**config.mk**
```make
export PLATFORM = sky130hd
export DESIGN_NAME = ultrasonic_echo_ranger_flat
export DESIGN_NICKNAME = d
export VERILOG_FILES = /design/src/sv/uer_pkg.sv /design/src/sv/uer_if.sv /design/src/sv/ultrasonic_echo_ranger.sv /design/src/sv/uer_cfg.sv /design/src/sv/uer_trig.sv /design/src/sv/uer_dist.sv /design/src/sv/uer_echo.sv /design/src/flat_wrapper.sv
export SDC_FILE = /design/constraint.sdc
export NUM_CORES = 1
export LEC_CHECK = 0
export BUFFER_PORTS_ARGS = -buffer_cell sky130_fd_sc_hd__buf_2
export CORE_UTILIZATION = 45
export DETAILED_ROUTE_END_ITERATION = 7
export GPL_TIMING_DRIVEN = 0
export HOLD_SLACK_MARGIN = 0.02
export PLACE_DENSITY = 0.67
export SLEW_MARGIN = 10
export SYNTH_ARGS = -nofsm -noshare
export SYNTH_HDL_FRONTEND = slang
export SYNTH_SLANG_ARGS = --single-unit
```
**constraint.sdc**
```tcl
create_clock -name clk -period 18.93 [get_ports clk]
set_input_delay 1.893 -clock clk [delete_from_list [all_inputs] [get_ports clk]]
set_output_delay 1.893 -clock clk [all_outputs]
set_load 0.02 [all_outputs]
```
**src/sv/uer_pkg.sv**
```systemverilog
package uer_pkg;

  localparam int CFG_IDX_W  = 3;
  localparam int CFG_DATA_W = 16;

  typedef enum logic [CFG_IDX_W-1:0] {
    CFG_HOLDOFF  = 3'd0,
    CFG_PULSE    = 3'd1,
    CFG_MIN_ECHO = 3'd2,
    CFG_MAX_ECHO = 3'd3,
    CFG_OBST_LIM = 3'd4
  } cfg_idx_t;

  typedef struct packed {
    logic [15:0] holdoff_us;
    logic [7:0]  pulse_us;
    logic [15:0] min_echo_us;
    logic [15:0] max_echo_us;
    logic [13:0] obstacle_limit;
  } cfg_t;

  localparam logic [15:0] HOLDOFF_RST  = 16'd60000;
  localparam logic [7:0]  PULSE_RST    = 8'd12;
  localparam logic [15:0] MIN_ECHO_RST = 16'd100;
  localparam logic [15:0] MAX_ECHO_RST = 16'd25000;
  localparam logic [13:0] OBST_LIM_RST = 14'd480;

  // 999 cm in 1/16 cm
  localparam logic [13:0] INVALID_CODE = 14'd15984;
  localparam logic [14:0] DIST_MAX     = 15'd15983;

  // w*16/58 == w*8/29 == (w * ceil(2^24/29)) >> 21, exact for w < 2^16
  localparam logic [19:0] DIST_RECIP = 20'd578525;
  localparam int          DIST_SHIFT = 21;

  // echo edge sampling, passed from the echo tracker to the result stage
  typedef struct packed {
    logic        done;
    logic [13:0] distance;
  } echo_stat_t;

endpackage

```
**src/sv/uer_if.sv**
```systemverilog
interface uer_in_if;
  logic valid;
  logic ready;
  logic trigger_request;
  logic echo_level;

  modport source (output valid, output trigger_request, output echo_level, input ready);
  modport sink   (input valid, input trigger_request, input echo_level, output ready);
endinterface

interface uer_out_if;
  logic        valid;
  logic        ready;
  logic        trig_out;
  logic [13:0] distance_sixteenths;
  logic        obstacle;
  logic        measurement_done;

  modport source (output valid, output trig_out, output distance_sixteenths,
                  output obstacle, output measurement_done, input ready);
  modport sink   (input valid, input trig_out, input distance_sixteenths,
                  input obstacle, input measurement_done, output ready);
endinterface

```
**src/sv/ultrasonic_echo_ranger.sv**
```systemverilog
// Ultrasonic echo ranger. Every input transaction is one microsecond tick
// (trigger request plus sampled echo level) and yields exactly one result
// transaction. A request fires a trigger pulse of pulse_us ticks when the
// hold-off from the last fired request has run out. Echo width is taken
// between rising and falling edges with a free-running COUNTER_BITS counter;
// widths strictly inside (min_echo_us, max_echo_us) map to width*16/58 in
// 1/16 cm, anything else (or a result above 15983) reads 15984 (999 cm).
// Rate: one tick per clock while the result side is not stalled. The whole
// state update (hold-off, pulse, edge stamp, width to distance via one
// 16x20 reciprocal multiply) sits between the input register and the
// result register. Config writes must happen while no ticks are in flight.
module ultrasonic_echo_ranger #(
  parameter int COUNTER_BITS = 16
) (
  input  logic                           clk,
  input  logic                           rst_n,
  input  logic                           cfg_we,
  input  logic [uer_pkg::CFG_IDX_W-1:0]  cfg_index,
  input  logic [uer_pkg::CFG_DATA_W-1:0] cfg_data,
  uer_in_if.sink                         in_ch,
  uer_out_if.source                      out_ch
);

  uer_pkg::cfg_t       cfg;
  uer_pkg::echo_stat_t stat;

  // input register
  logic s1_valid_r, s1_req_r, s1_echo_r;
  // result register
  logic        out_valid_r;
  logic        out_trig_r, out_obst_r, out_done_r;
  logic [13:0] out_dist_r;

  logic advance;  // s1 tick is processed and lands in the result register
  logic trig;

  assign advance     = s1_valid_r && (!out_valid_r || out_ch.ready);
  assign in_ch.ready = !s1_valid_r || advance;

  uer_cfg u_cfg (
    .clk   (clk),
    .rst_n (rst_n),
    .we    (cfg_we),
    .index (cfg_index),
    .data  (cfg_data),
    .cfg   (cfg)
  );

  uer_trig u_trig (
    .clk   (clk),
    .rst_n (rst_n),
    .step  (advance),
    .req   (s1_req_r),
    .cfg   (cfg),
    .trig  (trig)
  );

  uer_echo #(.CB(COUNTER_BITS)) u_echo (
    .clk   (clk),
    .rst_n (rst_n),
    .step  (advance),
    .echo  (s1_echo_r),
    .cfg   (cfg),
    .stat  (stat)
  );

  always_ff @(posedge clk) begin
    if (!rst_n) begin
      s1_valid_r <= 1'b0;
    end else if (in_ch.ready) begin
      s1_valid_r <= in_ch.valid;
    end
  end

  always_ff @(posedge clk) begin
    if (in_ch.valid && in_ch.ready) begin
      s1_req_r  <= in_ch.trigger_request;
      s1_echo_r <= in_ch.echo_level;
    end
  end

  always_ff @(posedge clk) begin
    if (!rst_n) begin
      out_valid_r <= 1'b0;
    end else if (advance) begin
      out_valid_r <= 1'b1;
    end else if (out_ch.ready) begin
      out_valid_r <= 1'b0;
    end
  end

  always_ff @(posedge clk) begin
    if (advance) begin
      out_trig_r <= trig;
      out_dist_r <= stat.distance;
      // held value compared as is, invalid code included
      out_obst_r <= (stat.distance <= cfg.obstacle_limit);
      out_done_r <= stat.done;
    end
  end

  assign out_ch.valid               = out_valid_r;
  assign out_ch.trig_out            = out_trig_r;
  assign out_ch.distance_sixteenths = out_dist_r;
  assign out_ch.obstacle            = out_obst_r;
  assign out_ch.measurement_done    = out_done_r;

`ifndef SYNTH
  a_dist_range: assert property (@(posedge clk) disable iff (!rst_n)
    out_valid_r |-> (out_dist_r <= uer_pkg::INVALID_CODE))
    else $error("distance above invalid code");

  a_s1_hold: assert property (@(posedge clk) disable iff (!rst_n)
    (s1_valid_r && !advance) |=> s1_valid_r)
    else $error("stalled tick lost from input register");

  a_in_capture: assert property (@(posedge clk) disable iff (!rst_n)
    (in_ch.valid && in_ch.ready) |=> s1_valid_r)
    else $error("accepted transaction not captured");

  a_out_fill: assert property (@(posedge clk) disable iff (!rst_n)
    advance |=> out_valid_r)
    else $error("processed tick missing from result register");
`endif

endmodule

```
**src/sv/uer_cfg.sv**
```systemverilog
module uer_cfg (
  input  logic                           clk,
  input  logic                           rst_n,
  input  logic                           we,
  input  logic [uer_pkg::CFG_IDX_W-1:0]  index,
  input  logic [uer_pkg::CFG_DATA_W-1:0] data,
  output uer_pkg::cfg_t                  cfg
);

  uer_pkg::cfg_t cfg_r;

  always_ff @(posedge clk) begin
    if (!rst_n) begin
      cfg_r.holdoff_us     <= uer_pkg::HOLDOFF_RST;
      cfg_r.pulse_us       <= uer_pkg::PULSE_RST;
      cfg_r.min_echo_us    <= uer_pkg::MIN_ECHO_RST;
      cfg_r.max_echo_us    <= uer_pkg::MAX_ECHO_RST;
      cfg_r.obstacle_limit <= uer_pkg::OBST_LIM_RST;
    end else if (we) begin
      unique case (uer_pkg::cfg_idx_t'(index))
        uer_pkg::CFG_HOLDOFF:  cfg_r.holdoff_us     <= data;
        uer_pkg::CFG_PULSE:    cfg_r.pulse_us       <= data[7:0];
        uer_pkg::CFG_MIN_ECHO: cfg_r.min_echo_us    <= data;
        uer_pkg::CFG_MAX_ECHO: cfg_r.max_echo_us    <= data;
        uer_pkg::CFG_OBST_LIM: cfg_r.obstacle_limit <= data[13:0];
        default: ;  // unmapped index: dropped
      endcase
    end
  end

  assign cfg = cfg_r;

endmodule

```
**src/sv/uer_trig.sv**
```systemverilog
module uer_trig (
  input  logic          clk,
  input  logic          rst_n,
  input  logic          step,
  input  logic          req,
  input  uer_pkg::cfg_t cfg,
  output logic          trig
);

  logic [15:0] holdoff_r, holdoff_nxt, ho_dec;
  logic [7:0]  pulse_r, pulse_nxt, pl;
  logic        take;

  always_comb begin
    ho_dec      = (holdoff_r != 16'd0) ? holdoff_r - 16'd1 : 16'd0;
    take        = req && (ho_dec == 16'd0);
    holdoff_nxt = take ? cfg.holdoff_us : ho_dec;
    pl          = take ? cfg.pulse_us : pulse_r;
    trig        = (pl != 8'd0);
    pulse_nxt   = (pl != 8'd0) ? pl - 8'd1 : 8'd0;
  end

  always_ff @(posedge clk) begin
    if (!rst_n) begin
      holdoff_r <= uer_pkg::HOLDOFF_RST;
      pulse_r   <= 8'd0;
    end else if (step) begin
      holdoff_r <= holdoff_nxt;
      pulse_r   <= pulse_nxt;
    end
  end

endmodule

```
**src/sv/uer_dist.sv**
```systemverilog
module uer_dist #(
  parameter int CB = 16
) (
  input  logic [CB-1:0]     width,
  input  uer_pkg::cfg_t     cfg,
  output logic [13:0]       distance
);

  localparam int WB = (CB > 16) ? CB : 16;

  logic [WB-1:0] w_ext, min_ext, max_ext;
  logic          in_window;
  logic [35:0]   prod;
  logic [14:0]   q;

  always_comb begin
    w_ext     = WB'(width);
    min_ext   = WB'(cfg.min_echo_us);
    max_ext   = WB'(cfg.max_echo_us);
    in_window = (w_ext > min_ext) && (w_ext < max_ext);
    // inside the window the width is below 2^16
    prod      = 36'(w_ext[15:0]) * 36'(uer_pkg::DIST_RECIP);
    q         = prod[uer_pkg::DIST_SHIFT +: 15];
    if (!in_window || (q > uer_pkg::DIST_MAX)) begin
      distance = uer_pkg::INVALID_CODE;
    end else begin
      distance = q[13:0];
    end
  end

endmodule

```
**src/sv/uer_echo.sv**
```systemverilog
module uer_echo #(
  parameter int CB = 16
) (
  input  logic                clk,
  input  logic                rst_n,
  input  logic                step,
  input  logic                echo,
  input  uer_pkg::cfg_t       cfg,
  output uer_pkg::echo_stat_t stat
);

  logic [CB-1:0] count_r, stamp_r;
  logic          prev_r;
  logic [13:0]   dist_r;
  logic          rise, fall;
  logic [CB-1:0] width;
  logic [13:0]   dist_new;

  assign rise  = echo && !prev_r;
  assign fall  = !echo && prev_r;
  assign width = count_r - stamp_r;  // wraps mod 2^CB

  uer_dist #(.CB(CB)) u_dist (
    .width    (width),
    .cfg      (cfg),
    .distance (dist_new)
  );

  always_ff @(posedge clk) begin
    if (!rst_n) begin
      count_r <= '0;
      stamp_r <= '0;
      prev_r  <= 1'b0;
      dist_r  <= uer_pkg::INVALID_CODE;
    end else if (step) begin
      count_r <= count_r + CB'(1);
      prev_r  <= echo;
      if (rise) stamp_r <= count_r;
      if (fall) dist_r  <= dist_new;
    end
  end

  always_comb begin
    stat.done     = fall;
    stat.distance = fall ? dist_new : dist_r;
  end

endmodule

```
**src/flat_wrapper.sv**
```systemverilog
// flat-port wrapper written by rule: the top's interface ports become plain ports
module ultrasonic_echo_ranger_flat 
#(
  parameter int COUNTER_BITS = 16
)
  (clk, rst_n, cfg_we, cfg_index, cfg_data, in_ch_valid, in_ch_trigger_request, in_ch_echo_level, in_ch_ready, out_ch_valid, out_ch_trig_out, out_ch_distance_sixteenths, out_ch_obstacle, out_ch_measurement_done, out_ch_ready);
  uer_in_if in_ch_i ();
  uer_out_if out_ch_i ();
  input  logic clk;
  input  logic rst_n;
  input  logic cfg_we;
  input  logic [uer_pkg::CFG_IDX_W-1:0] cfg_index;
  input  logic [uer_pkg::CFG_DATA_W-1:0] cfg_data;
  input wire logic [$bits(in_ch_i.valid)-1:0] in_ch_valid;
  input wire logic [$bits(in_ch_i.trigger_request)-1:0] in_ch_trigger_request;
  input wire logic [$bits(in_ch_i.echo_level)-1:0] in_ch_echo_level;
  output wire logic [$bits(in_ch_i.ready)-1:0] in_ch_ready;
  output wire logic [$bits(out_ch_i.valid)-1:0] out_ch_valid;
  output wire logic [$bits(out_ch_i.trig_out)-1:0] out_ch_trig_out;
  output wire logic [$bits(out_ch_i.distance_sixteenths)-1:0] out_ch_distance_sixteenths;
  output wire logic [$bits(out_ch_i.obstacle)-1:0] out_ch_obstacle;
  output wire logic [$bits(out_ch_i.measurement_done)-1:0] out_ch_measurement_done;
  input wire logic [$bits(out_ch_i.ready)-1:0] out_ch_ready;
  assign in_ch_i.valid = in_ch_valid;
  assign in_ch_i.trigger_request = in_ch_trigger_request;
  assign in_ch_i.echo_level = in_ch_echo_level;
  assign in_ch_ready = in_ch_i.ready;
  assign out_ch_valid = out_ch_i.valid;
  assign out_ch_trig_out = out_ch_i.trig_out;
  assign out_ch_distance_sixteenths = out_ch_i.distance_sixteenths;
  assign out_ch_obstacle = out_ch_i.obstacle;
  assign out_ch_measurement_done = out_ch_i.measurement_done;
  assign out_ch_i.ready = out_ch_ready;
  ultrasonic_echo_ranger #(.COUNTER_BITS(COUNTER_BITS)) u_core (.clk(clk), .rst_n(rst_n), .cfg_we(cfg_we), .cfg_index(cfg_index), .cfg_data(cfg_data), .in_ch(in_ch_i), .out_ch(out_ch_i));
endmodule
```
# Word-level counts from Yosys, hierarchy flattened
# Index checks and enable logic that the tools add are counted.
# op_classes
reduce_logical	25
addsub	4
magnitude_cmp	4
multipliers	1
n_eq_ne	4
mux	8
# ops
operator	n
multiplier 16 x 20 -> 36 bit, second input constant	1
two-way mux 16 bit	2
two-way mux 14 bit	2
adder 16 x 1 -> 16 bit, second input constant	1
greater-than comparator 16 bit	1
zero test 16 bit	1
less-than comparator 16 bit	1
two-way mux 8 bit	2
nonzero test 16 bit	1
subtractor 16 x 1 -> 16 bit, second input constant	1
subtractor 16 bit	1
greater-than comparator 15 x 14 -> 1 bit, second input constant	1
less-or-equal comparator 14 bit	1
AND reduction 2 bit	6
nonzero test 8 bit	1
subtractor 8 x 1 -> 8 bit, second input constant	1
== test 3 x 2 -> 1 bit, second input constant	2
logical AND 1 bit	6
zero test 1 bit	5
== test 3 x 1 -> 1 bit, second input constant	1
== test 3 bit, second input constant	1
zero test 3 bit	1
logical OR 1 bit	3
two-way mux 1 bit	2
nonzero test 2 bit	1
# word_totals
input_bits	26
output_inout_bits	19
ff_bits	162

# Depth between registers and ports, before layout
# Gate-level depths: netlist of run 1.
# logic_depth
ltp_word	8
mapped_depth	49

# Cells and area by module
# A second synthesis of run 1 with hierarchy kept.
# hier_totals
hier_cells	1679
hier_area_um2	15318.4
# by_module_without_submodules
module	cells_each	seq_area_each_um2	area_each_um2	n_inst
uer_dist	752	0.0	6789.0	1
uer_echo	336	940.9	2877.8	1
uer_cfg	264	1401.3	2722.6	1
uer_trig	251	480.5	1916.8	1
ultrasonic_echo_ranger	76	610.6	1012.2	1

# Least setup slack after synthesis of run 1
# No wires, ideal clock.
# synth_path
path_type	register to register
from	register u_core.u_echo.count_r[0]
to	register u_core.out_obst_r, in the netlist u_core.out_ch.obstacle (data pin)
required_ps	18754
t_arrival_ps	9576
setup_ps	176
synth_period_minus_slack_ps	9752
path_stages_with_launch	47
n_path_buf	0
path_slack_ps	9178
path_cell_list	dfxtp_1 inv_1 ha_1 inv_1 fa_1 a21o_1 a21oi_1 o21bai_1 a21oi_1 o21ai_0 nand3_1 a31oi_1 a21o_1 a21oi_1 xnor2_1 ha_1 nor2_1 mux2_2 [... 11 more ...] a221oi_1 o21ai_0 a41o_1 a21oi_1 xnor2_1 nand4_1 a31o_2 a32o_1 ha_1 a21oi_1 nor2b_1 o21ai_0 a21oi_1 nor2_1 nand2_1 a21oi_1 nor2b_1 o32ai_1
# synth_lines
element	line_no	text
from (decl)	uer_echo.sv:12	logic [CB-1:0] count_r, stamp_r;
from (signal assigned)	uer_echo.sv:36	count_r <= count_r + CB'(1);
to (signal assigned)	ultrasonic_echo_ranger.sv:97	out_obst_r <= (stat.distance <= cfg.obstacle_limit);
to (decl)	ultrasonic_echo_ranger.sv:31	logic out_trig_r, out_obst_r, out_done_r;

==> flow_metrics.tcl, run 1 <==
set metrics [dict create \
    powerDensity_mw_per_mm2 66.37 \
    syn_area_mm2 0.01427 \
    vias 11660 \
    clk_pin_slew_ns 0.06 \
    min_path_type "reg -> reg" \
    fmax_ghz 0.08576 \
    leakage_nw 7.210 \
    critPathBufInv 5 \
    multi_input_area_mm2 0.009656 \
    timing.rr.start "u_core.u_echo.count_r[0]" \
    cp.arrival_ns 11.90 \
    peakVddDrop_v 0.00006941 \
    worstReg2RegEnd "u_core.out_ch.obstacle" \
    post_cts_buffers 0 \
    drive_gt1_share_pct 6.135 \
    place_hpwl_um 29460 \
    grt_usage_pct 23.09 \
    switching_share_pct 33.16 \
    setup-violations-final 0 \
    hold_end "u_core.u_echo.stamp_r[7]" \
    clkLatencyLatePin_ns 0.43 \
    period_needed_ns 11.66 \
    initial_core_util_pct 46.18 \
    grt-ovfl-total 0 \
    ant_nets 0 \
    drt_iter0_drc 761 \
    grt_max_degree 27 \
    syn_area_per_cell_um2 8.558 \
    h-tree-depth 4 \
    cp_slowest_cell "xnor2_1" \
    cp-end-kind "flip-flop" \
    post_cts_resized 0 \
    cts_root_buf "clkbuf_16" \
    cp_common_cell "a21oi_1" \
    numCtsBuffers 17 \
    first_pass_iters 6 \
    ys_ff_latch 162 \
    skew_ns 0.01022 \
    critPathLaunch "u_core.u_echo.count_r[0]" \
    fin_crit_sh_pct 61.60 \
    ctsLongestPathBuffers 2 \
    fp-row-count 64 \
    startpoint_type "flip-flop" \
    avgRoutedWirePerCell_um 17.14 \
    io_pins 45 \
    setup_ws_ns 7.269 \
    power.switching_mw 0.3444 \
    cp_max_fo 10 \
    cts_tree "done" \
    routabilityCongestion 0.9149 \
    cts-hold-fix-buffers 0 \
    core_area_mm2 0.03091 \
    regArea_mm2 0.003433 \
    yosysSeqAreaShare_pct 24.05 \
    n_antenna_cell 0 \
    ys_types 77 \
    die_w_um 180.1 \
    yosysWarningCount 0 \
    tightest_slew_ns 1.295 \
    max_cap_violations 0 \
    hp-start "u_core.u_echo.stamp_r[7]" \
    antenna_found_initial 0 \
    fin_setup_tns_ns 0 \
    port_buffers 44 \
    r2r_cells 45 \
    die_h_um 180.1 \
    internal_power_mw 0.6942 \
    synth.net_count 2004 \
    drv_slew 0 \
    finish.utilization_pct 50.63 \
    synth_cells 1668 \
    crit_required_ns 19.17 \
    grt_pass1_wl_um 59340 \
    rsz0062_at_grt "no" \
    hold_viol_final 0 \
    viasPerCell 5.448 \
    layout.nets 2067 \
    path_class "reg -> reg" \
    cpPeakStageDelay_ns 0.76 \
    synth-async-reset-ratio_pct 0 \
    status "completed" \
    nFillCells 2903 \
    pwr-share-seq_pct 35.5 \
    dpl_worst_slack_ns 7.305 \
    slew_headroom_pct 13.03 \
    synthFlopType "dfxtp_1" \
    combPwrFrac_pct 29.4 \
    reg2reg_slack_ns 7.27 \
    synth_edf_count 19 \
    drt-total-wl_um 36680 \
    areaGrowthSynthToFinish_pct 9.624 \
    crit_family "adder cells" \
    grt_pass1_vias 11390 \
    drc 0 \
    whs_path_depth 2 \
    cts_sinks 162 \
    design.die.area_mm2 0.03244 \
    pwr-share-clk_pct 35.1 \
]
-- how the worst max path moves through the flow --
stage                     cells past startpoint  slack, ns                      to
after floorplan                              46       9.18  u_core.out_ch.obstacle
after global placement                       45       7.55  u_core.out_ch.obstacle
after detailed placement                     45       7.31  u_core.out_ch.obstacle
after CTS                                    45       7.24  u_core.out_ch.obstacle
after global routing                         45       6.61  u_core.out_ch.obstacle
final                                        45       7.27  u_core.out_ch.obstacle
-- synth_stat cells (3+ instances only) --
| master | n | area share, % |
|---|---|---|
| a21o_1 | 21 | 1.1 |
| xnor2_1 | 28 | 1.7 |
| o22a_1 | 5 | 0.31 |
| o21ai_0 | 57 | 2.0 |
| nor4_1 | 5 | 0.22 |
| or2_2 | 7 | 0.31 |
| nor3_1 | 20 | 0.70 |
| ha_1 | 201 | 18 |
| fa_1 | 109 | 15 |
| nand2_1 | 242 | 6.4 |
| and3_1 | 11 | 0.48 |
| a311oi_1 | 5 | 0.31 |
| a221oi_1 | 8 | 0.49 |
| mux2i_1 | 4 | 0.28 |
| o22ai_1 | 3 | 0.13 |
| buf_2 | 6 | 0.21 |
| o221ai_1 | 3 | 0.18 |
| a22oi_1 | 4 | 0.21 |
| o211ai_1 | 20 | 1.1 |
| o21a_1 | 6 | 0.32 |
| o32ai_1 | 7 | 0.43 |
| nor2b_1 | 15 | 0.66 |
| edfxtp_1 | 19 | 4.0 |
| o31ai_1 | 9 | 0.47 |
| and2_1 | 5 | 0.22 |
| a211o_1 | 4 | 0.25 |
| and3b_1 | 3 | 0.18 |
| nand2b_1 | 16 | 0.70 |
| xor2_1 | 27 | 1.7 |
| a31oi_1 | 8 | 0.35 |
| nor2_1 | 75 | 2.0 |
| nand3_1 | 45 | 1.6 |
| a211oi_1 | 4 | 0.21 |
| inv_1 | 257 | 6.8 |
| a21oi_1 | 134 | 4.7 |
| nand4_1 | 14 | 0.61 |
| or4_1 | 4 | 0.21 |
| clkbuf_1 | 49 | 1.3 |
| buf_1 | 3 | 0.079 |
| or3_1 | 7 | 0.31 |
| nand3b_1 | 5 | 0.26 |
| o32a_1 | 6 | 0.42 |
| dfxtp_1 | 143 | 20 |
-- cells in the final DEF, fill, tap and decap left out, drive strengths merged, types with 5 or more instances in the layout --
cell type  count
o21ai         58
or2            7
o22a           5
o32a           6
xor2          28
nor2b         15
o211ai        20
a31oi         10
a311oi         5
a221oi         8
dfxtp        143
inv          259
nand2        242
o32ai          7
buf           55
nand3b         5
and2           5
a21o          21
o21a           6
clkbuf        72
nor3          20
o31ai          9
nor4           6
edfxtp        19
fa           109
xnor2         28
ha           201
nand4         14
nand3         45
nor2          76
and3          11
or3            7
a21oi        134
clkinv         6
nand2b        17
-- layer usage --
layer	part of all wire (%)	GRT usage, %	up-vias
met2	45	37.42	324
met1	47	31.56	5549
met5	0	0	-
li1	-	-	5733
met4	2.5	7.009	0
met3	5.3	3.759	53
-- power groups by stage --
stage / registers [mW] / logic (mW) / clock network, mW
after floorplan: 0.376 / 0.224 / 0
after global placement: 0.376 / 0.298 / 0
after detailed placement: 0.376 / 0.303 / 0
after CTS: 0.369 / 0.306 / 0.368
after global routing: 0.370 / 0.348 / 0.383
final: 0.369 / 0.305 / 0.364
-- cells by family after synthesis --
logic type	Yosys count	share of synthesized area, %
mux	5	0.3594
flops	162	24.05
buf+inv	318	8.467
fa+ha+maj	311	32.98
xor+xnor	56	3.489
compound gates	332	15.12
simple gates	484	15.53
-- tightest hold or removal path, delay by kind of cell, from the launching register on --
| family | cells | cell delay (ns) |
|---|---|---|
| flip-flops | 1 | 0.31 |
| AND/OR/NAND/NOR | 1 | 0.05 |
| AO/OA/AOI/OAI | 1 | 0.05 |
-- sequential cells by signal, indices dropped and copies added (netlist names) --
register,count
u_core.u_cfg.cfg,70
u_core.u_echo.count_r,16
u_core.u_echo.stamp_r,16
u_core.u_trig.holdoff_r,16
u_core.out_ch.distance_sixteenths,14
u_core.u_echo.dist_r,14
u_core.u_trig.pulse_r,8
u_core.out_ch.measurement_done,1
u_core.out_ch.obstacle,1
u_core.out_ch.trig_out,1
u_core.out_ch.valid,1
u_core.s1_echo_r,1
u_core.s1_req_r,1
u_core.s1_valid_r,1
u_core.u_echo.prev_r,1
-- cell type report --
cell class | count | share of cell area (%)
sequential | 162 | 21.94
clock inverter | 9 | 0.7276
clock buffer | 23 | 3.326
buffer | 60 | 1.543
timing repair buffer | 44 | 1.407
inverter | 258 | 6.189
multi-input combinational | 1188 | 61.70
tap | 396 | 3.166
-- stage by stage --
step / instances / hold WS (ns) / cell area, um2 / total power [mW]
detailed placement: 2108 / 0.4449 / 15010 / 0.6791
global placement: 2108 / 0.4379 / 14990 / 0.6741
floorplan: 1668 / 0.4249 / 14270 / 0.5999
global route: 2140 / 0.4676 / 15650 / 1.101
CTS: 2140 / 0.4556 / 15650 / 1.043
finish: 2140 / 0.4541 / 15650 / 1.039
Power figures use the tool's default switching activity.
==> run 2: changes to the inputs <==
- clock period: 18.93 -> 10.9 ns (I/O delays scaled with it)
==> run 2 against run 1 <==
Flip-flop and latch count stayed put. Critical path depth is 2 higher. Critical endpoint unchanged. Wire length is 0.77% higher.
==> flow_metrics.tcl, run 2 (synthesized netlist as in run 1, its figures left out) <==
set metrics [dict create \
    status "completed" \
    grt_pass1_wl_um 59430 \
    reg2reg_slack_ns 0.54 \
    fp-row-count 64 \
    mostFrequentLayoutCells "inv_1, nand2_1, ha_1" \
    cp-end-kind "flip-flop" \
    io_pins 45 \
    internal_power_mw 1.210 \
    ant_nets 0 \
    regArea_mm2 0.003433 \
    clkLatencyLatePin_ns 0.43 \
    cts_sinks 162 \
    hold_end "u_core.u_echo.stamp_r[7]" \
    max_cap_violations 0 \
    drt_iter0_drc 734 \
    cp_max_fo 10 \
    timing.rr.start "u_core.u_echo.count_r[0]" \
    fin_crit_sh_pct 95.02 \
    cts_root_buf "clkbuf_16" \
    fin_setup_tns_ns 0 \
    die_w_um 180.1 \
    die_h_um 180.1 \
    setup-violations-final 0 \
    layout.nets 2075 \
    avgRoutedWirePerCell_um 17.21 \
    drive_gt1_share_pct 8.105 \
    grt_usage_pct 23.12 \
    grt-ovfl-total 0 \
    met2RoutedLength_um 16710 \
    leakage_nw 7.292 \
    hold_viol_final 0 \
    whs_path_depth 2 \
    areaGrowthSynthToFinish_pct 11.60 \
    top_layer_used "met4" \
    r2r_cells 47 \
    place_hpwl_um 29460 \
    n_antenna_cell 0 \
    clk_pin_slew_ns 0.06 \
    pwr-share-seq_pct 35.3 \
    drt-total-wl_um 36970 \
    fmax_ghz 0.09655 \
    cpPeakStageDelay_ns 0.54 \
    multi_input_area_mm2 0.009876 \
    switching_share_pct 33.32 \
    initial_core_util_pct 46.18 \
    worstReg2RegEnd "u_core.out_ch.obstacle" \
    power.switching_mw 0.6046 \
    numCtsBuffers 17 \
    dp.cells 2108 \
    tightest_slew_ns 1.339 \
    crit_required_ns 11.14 \
    fin_cells 2148 \
    powerDensity_mw_per_mm2 113.9 \
    startpoint_type "flip-flop" \
    first_pass_iters 6 \
    cp.arrival_ns 10.60 \
    peakVddDrop_v 0.0001193 \
    nFillCells 2879 \
    path_class "reg -> reg" \
    port_buffers 44 \
    grt_max_degree 27 \
    antenna_found_initial 0 \
    design.die.area_mm2 0.03244 \
    wl_met3_um 1947 \
    drc 0 \
    final_common_cell "inv_1" \
    period_needed_ns 10.36 \
    min_path_type "reg -> reg" \
    drv_slew 0 \
    core_area_mm2 0.03091 \
    whs_ns 0.4541 \
    hp-start "u_core.u_echo.stamp_r[7]" \
    vias 11660 \
    wl_met1_um 17360 \
    slew_headroom_pct 10.06 \
    combPwrFrac_pct 29.8 \
    pwr-share-clk_pct 34.8 \
    largest_register_ffs 70 \
    cp_slowest_cell "fa_1" \
    skew_ns 0.01087 \
    h-tree-depth 4 \
    ctsLongestPathBuffers 2 \
    viasPerCell 5.429 \
    finish.utilization_pct 51.54 \
    grt_pass1_vias 11410 \
    routabilityCongestion 0.9149 \
    cts_tree "done" \
]
==> run 2: power by group through the flow <==
stage               clock [mW]  sequential, mW  combinational (mW)
floorplan                    0           0.652               0.389
global placement             0           0.653               0.518
detailed placement           0           0.654               0.526
CTS                      0.639           0.640               0.535
global route             0.665           0.643               0.615
finish                   0.632           0.641               0.541
==> run 2: what timing repair did <==
item,in CTS,in global routing
setup buffers,0,8
hold buffers,0,0
resized for setup,14,29
setup endpoints to repair,1,1
pin swaps,1,8
==> run 2: how the worst max path moves through the flow <==
| stage | start | endpoint | slack [ns] | cells after the start |
|---|---|---|---|---|
| 6_report | u_core.u_echo.count_r[0] | u_core.out_ch.obstacle | 0.54 | 47 |
| 4_1_cts | u_core.u_echo.count_r[0] | u_core.out_ch.obstacle | 0.08 | 44 |
| 3_3_place_gp | u_core.u_echo.count_r[0] | u_core.out_ch.obstacle | -0.48 | 45 |
| 5_1_grt | u_core.u_echo.count_r[0] | u_core.out_ch.obstacle | -0.03 | 47 |
| 3_5_place_dp | u_core.u_echo.count_r[0] | u_core.out_ch.obstacle | -0.72 | 45 |
| 2_1_floorplan | u_core.u_echo.count_r[0] | u_core.out_ch.obstacle | 1.15 | 46 |
==> run 2: area by class of cell <==
type / count / share of cell area, %
Sequential cell: 162 / 21.55
Buffer: 60 / 1.531
Timing Repair Buffer: 52 / 1.759
Clock inverter: 9 / 0.7147
Tap cell: 396 / 3.110
Multi-Input combinational cell: 1188 / 61.99
Clock buffer: 23 / 3.267
Inverter: 258 / 6.079
==> run 2: layer usage <==
metal	vias to the layer above	GRT usage [%]
met1	5550	31.60
met5	-	0
met4	0	7.145
met2	316	37.39
li1	5742	-
met3	54	3.820
==> run 2: stage by stage <==
stage	setup WS, ns	cell area, um2	power, mW
after floorplan	1.148	14270	1.042
after global placement	-0.4756	14990	1.171
after detailed placement	-0.7249	15010	1.179
after CTS	0.07556	15720	1.815
after global routing	-0.02841	15930	1.923
final	0.5423	15930	1.815
==> run 2: critical path, delay by kind of cell (launching register included) <==
family	cells	cell delay, ns
AO/OA/AOI/OAI	23	4.21
XOR/XNOR	1	0.14
adder cells (fa/ha/maj)	10	3.72
buffers and inverters	6	0.57
flip-flops	1	0.36
multiplexers	1	0.35
AND/OR/NAND/NOR	6	0.79
==> run 3: changes to the inputs <==
- RECOVER_POWER: unset -> 50
==> run 3 against run 2 <==
Design area down 0.16%. Die area unchanged. Maximum frequency up 0.20%. Core utilization down 0.085 points. Worst hold slack about the same. First-iteration DRC count up 1.6%.
==> flow_metrics.tcl, run 3 (synthesized netlist as in run 1, its figures left out) <==
set metrics [dict create \
    status "completed" \
    ctsLongestPathBuffers 2 \
    areaGrowthSynthToFinish_pct 11.42 \
    ant_nets 0 \
    grt_max_degree 27 \
    peakVddDrop_v 0.0001194 \
    setup-violations-final 0 \
    max_cap_violations 0 \
    final_common_cell "inv_1" \
    dpl_worst_slack_ns -0.7249 \
    leakage_nw 7.240 \
    viasPerCell 5.448 \
    post-route-cell-area_mm2 0.01591 \
    path_class "reg -> reg" \
    routabilityCongestion 0.9149 \
    design.die.area_mm2 0.03244 \
    drt-total-wl_um 36980 \
    cts_tree "done" \
    grt-ovfl-total 0 \
    powerDensity_mw_per_mm2 114.1 \
    cp_max_fo 10 \
    n_antenna_cell 0 \
    largest_register_ffs 70 \
    period_needed_ns 10.34 \
    cts_root_buf "clkbuf_16" \
    first_pass_iters 5 \
    die_h_um 180.1 \
    cp.arrival_ns 10.58 \
    antenna_found_initial 0 \
    cpPeakStageDelay_ns 0.54 \
    placed_area_mm2 0.01501 \
    grt_pass1_wl_um 59430 \
    cp-end-kind "flip-flop" \
    mostFrequentLayoutCells "inv_1, nand2_1, ha_1" \
    slew_headroom_pct 10.23 \
    tightest_slew_ns 1.337 \
    drv_slew 0 \
    avgRoutedWirePerCell_um 17.22 \
    hold_viol_final 0 \
    cp_slowest_cell "fa_1" \
    finish.utilization_pct 51.46 \
    drive_gt1_share_pct 6.906 \
    clk_pin_slew_ns 0.06 \
    vias 11700 \
    core_area_mm2 0.03091 \
    h-tree-depth 4 \
    skew_ns 0.01283 \
    setup_ws_ns 0.5631 \
    startpoint_type "flip-flop" \
    fin_crit_sh_pct 94.83 \
    cts_sinks 162 \
    numCtsBuffers 17 \
    min_path_type "reg -> reg" \
    die_w_um 180.1 \
    grt_usage_pct 23.12 \
    fmax_ghz 0.09674 \
    drc 0 \
    clkLatencyLatePin_ns 0.43 \
    layout.nets 2075 \
    cts-hold-fix-buffers 0 \
    place_hpwl_um 29460 \
    port_buffers 44 \
    drt_iter0_drc 746 \
    crit_required_ns 11.14 \
    whs_ns 0.4540 \
    io_pins 45 \
    fp-row-count 64 \
    grt_pass1_vias 11410 \
    initial_core_util_pct 46.18 \
]
[run 3: report_power, final]
group / leakage [nW] / switching, mW / internal (mW)
logic: 5.61 / 0.341 / 0.200
clock network: 0.314 / 0.247 / 0.385
registers: 1.32 / 0.0172 / 0.624
total: 7.24 / 0.605 / 1.21
[run 3: stage by stage]
stage                     TNS [ns]  instances  total power, mW
final                            0       2148            1.814
after global routing      -0.02841       2148            1.922
after CTS                        0       2140            1.815
after detailed placement   -0.7249       2108            1.179
after global placement     -0.4756       2108            1.171
after floorplan                  0       1668            1.042
[run 3: cell type report]
type                            count  area (um2)
Clock buffer                       23       520.5
Buffer                             60       244.0
Tap cell                          396       495.5
Timing Repair Buffer               52       254.0
Fill cell                        2886       15000
Inverter                          258       968.4
Sequential cell                   162        3433
Clock inverter                      9       113.9
Multi-Input combinational cell   1188        9876
[run 3: per-layer routing]
layer / part of all wire (%) / routed length [um] / GRT usage [%]
met5: 0 / 0 / 0
met4: 2.6 / 962 / 7.145
met3: 4.8 / 1784 / 3.820
met2: 45 / 16710 / 37.39
met1: 47 / 17530 / 31.60
[run 3: critical path: cells and delay by family (launching register included)]
| kind | cells | cell delay, ns |
|---|---|---|
| buffers and inverters | 6 | 0.57 |
| adders and majority gates | 10 | 3.72 |
| muxes | 1 | 0.35 |
| xor gates and xnor gates | 1 | 0.14 |
| DFF | 1 | 0.36 |
| AOI/OAI and AO/OA | 23 | 4.17 |
| and+or+nand+nor | 6 | 0.79 |
[run 3: path summary, 6_finish.rpt]
| check | from | end | slack (ns) | depth (start not counted) |
|---|---|---|---|---|
| setup / recovery | u_core.u_echo.count_r[0] | u_core.out_ch.obstacle | 0.56 | 47 |
| hold / removal | u_core.u_echo.stamp_r[7] | u_core.u_echo.stamp_r[7] | 0.45 | 2 |
| setup reg to reg | u_core.u_echo.count_r[0] | u_core.out_ch.obstacle | 0.56 | 47 |
| hold reg to reg | u_core.u_echo.stamp_r[7] | u_core.u_echo.stamp_r[7] | 0.45 | 2 |
[run 3: repair_timing]
action | in CTS | in global routing
pin swaps | 1 | 8
setup buffers | 0 | 8
gates resized for setup | 14 | 29
setup endpoints to repair | 1 | 1
hold endpoints to repair | 0 | 0
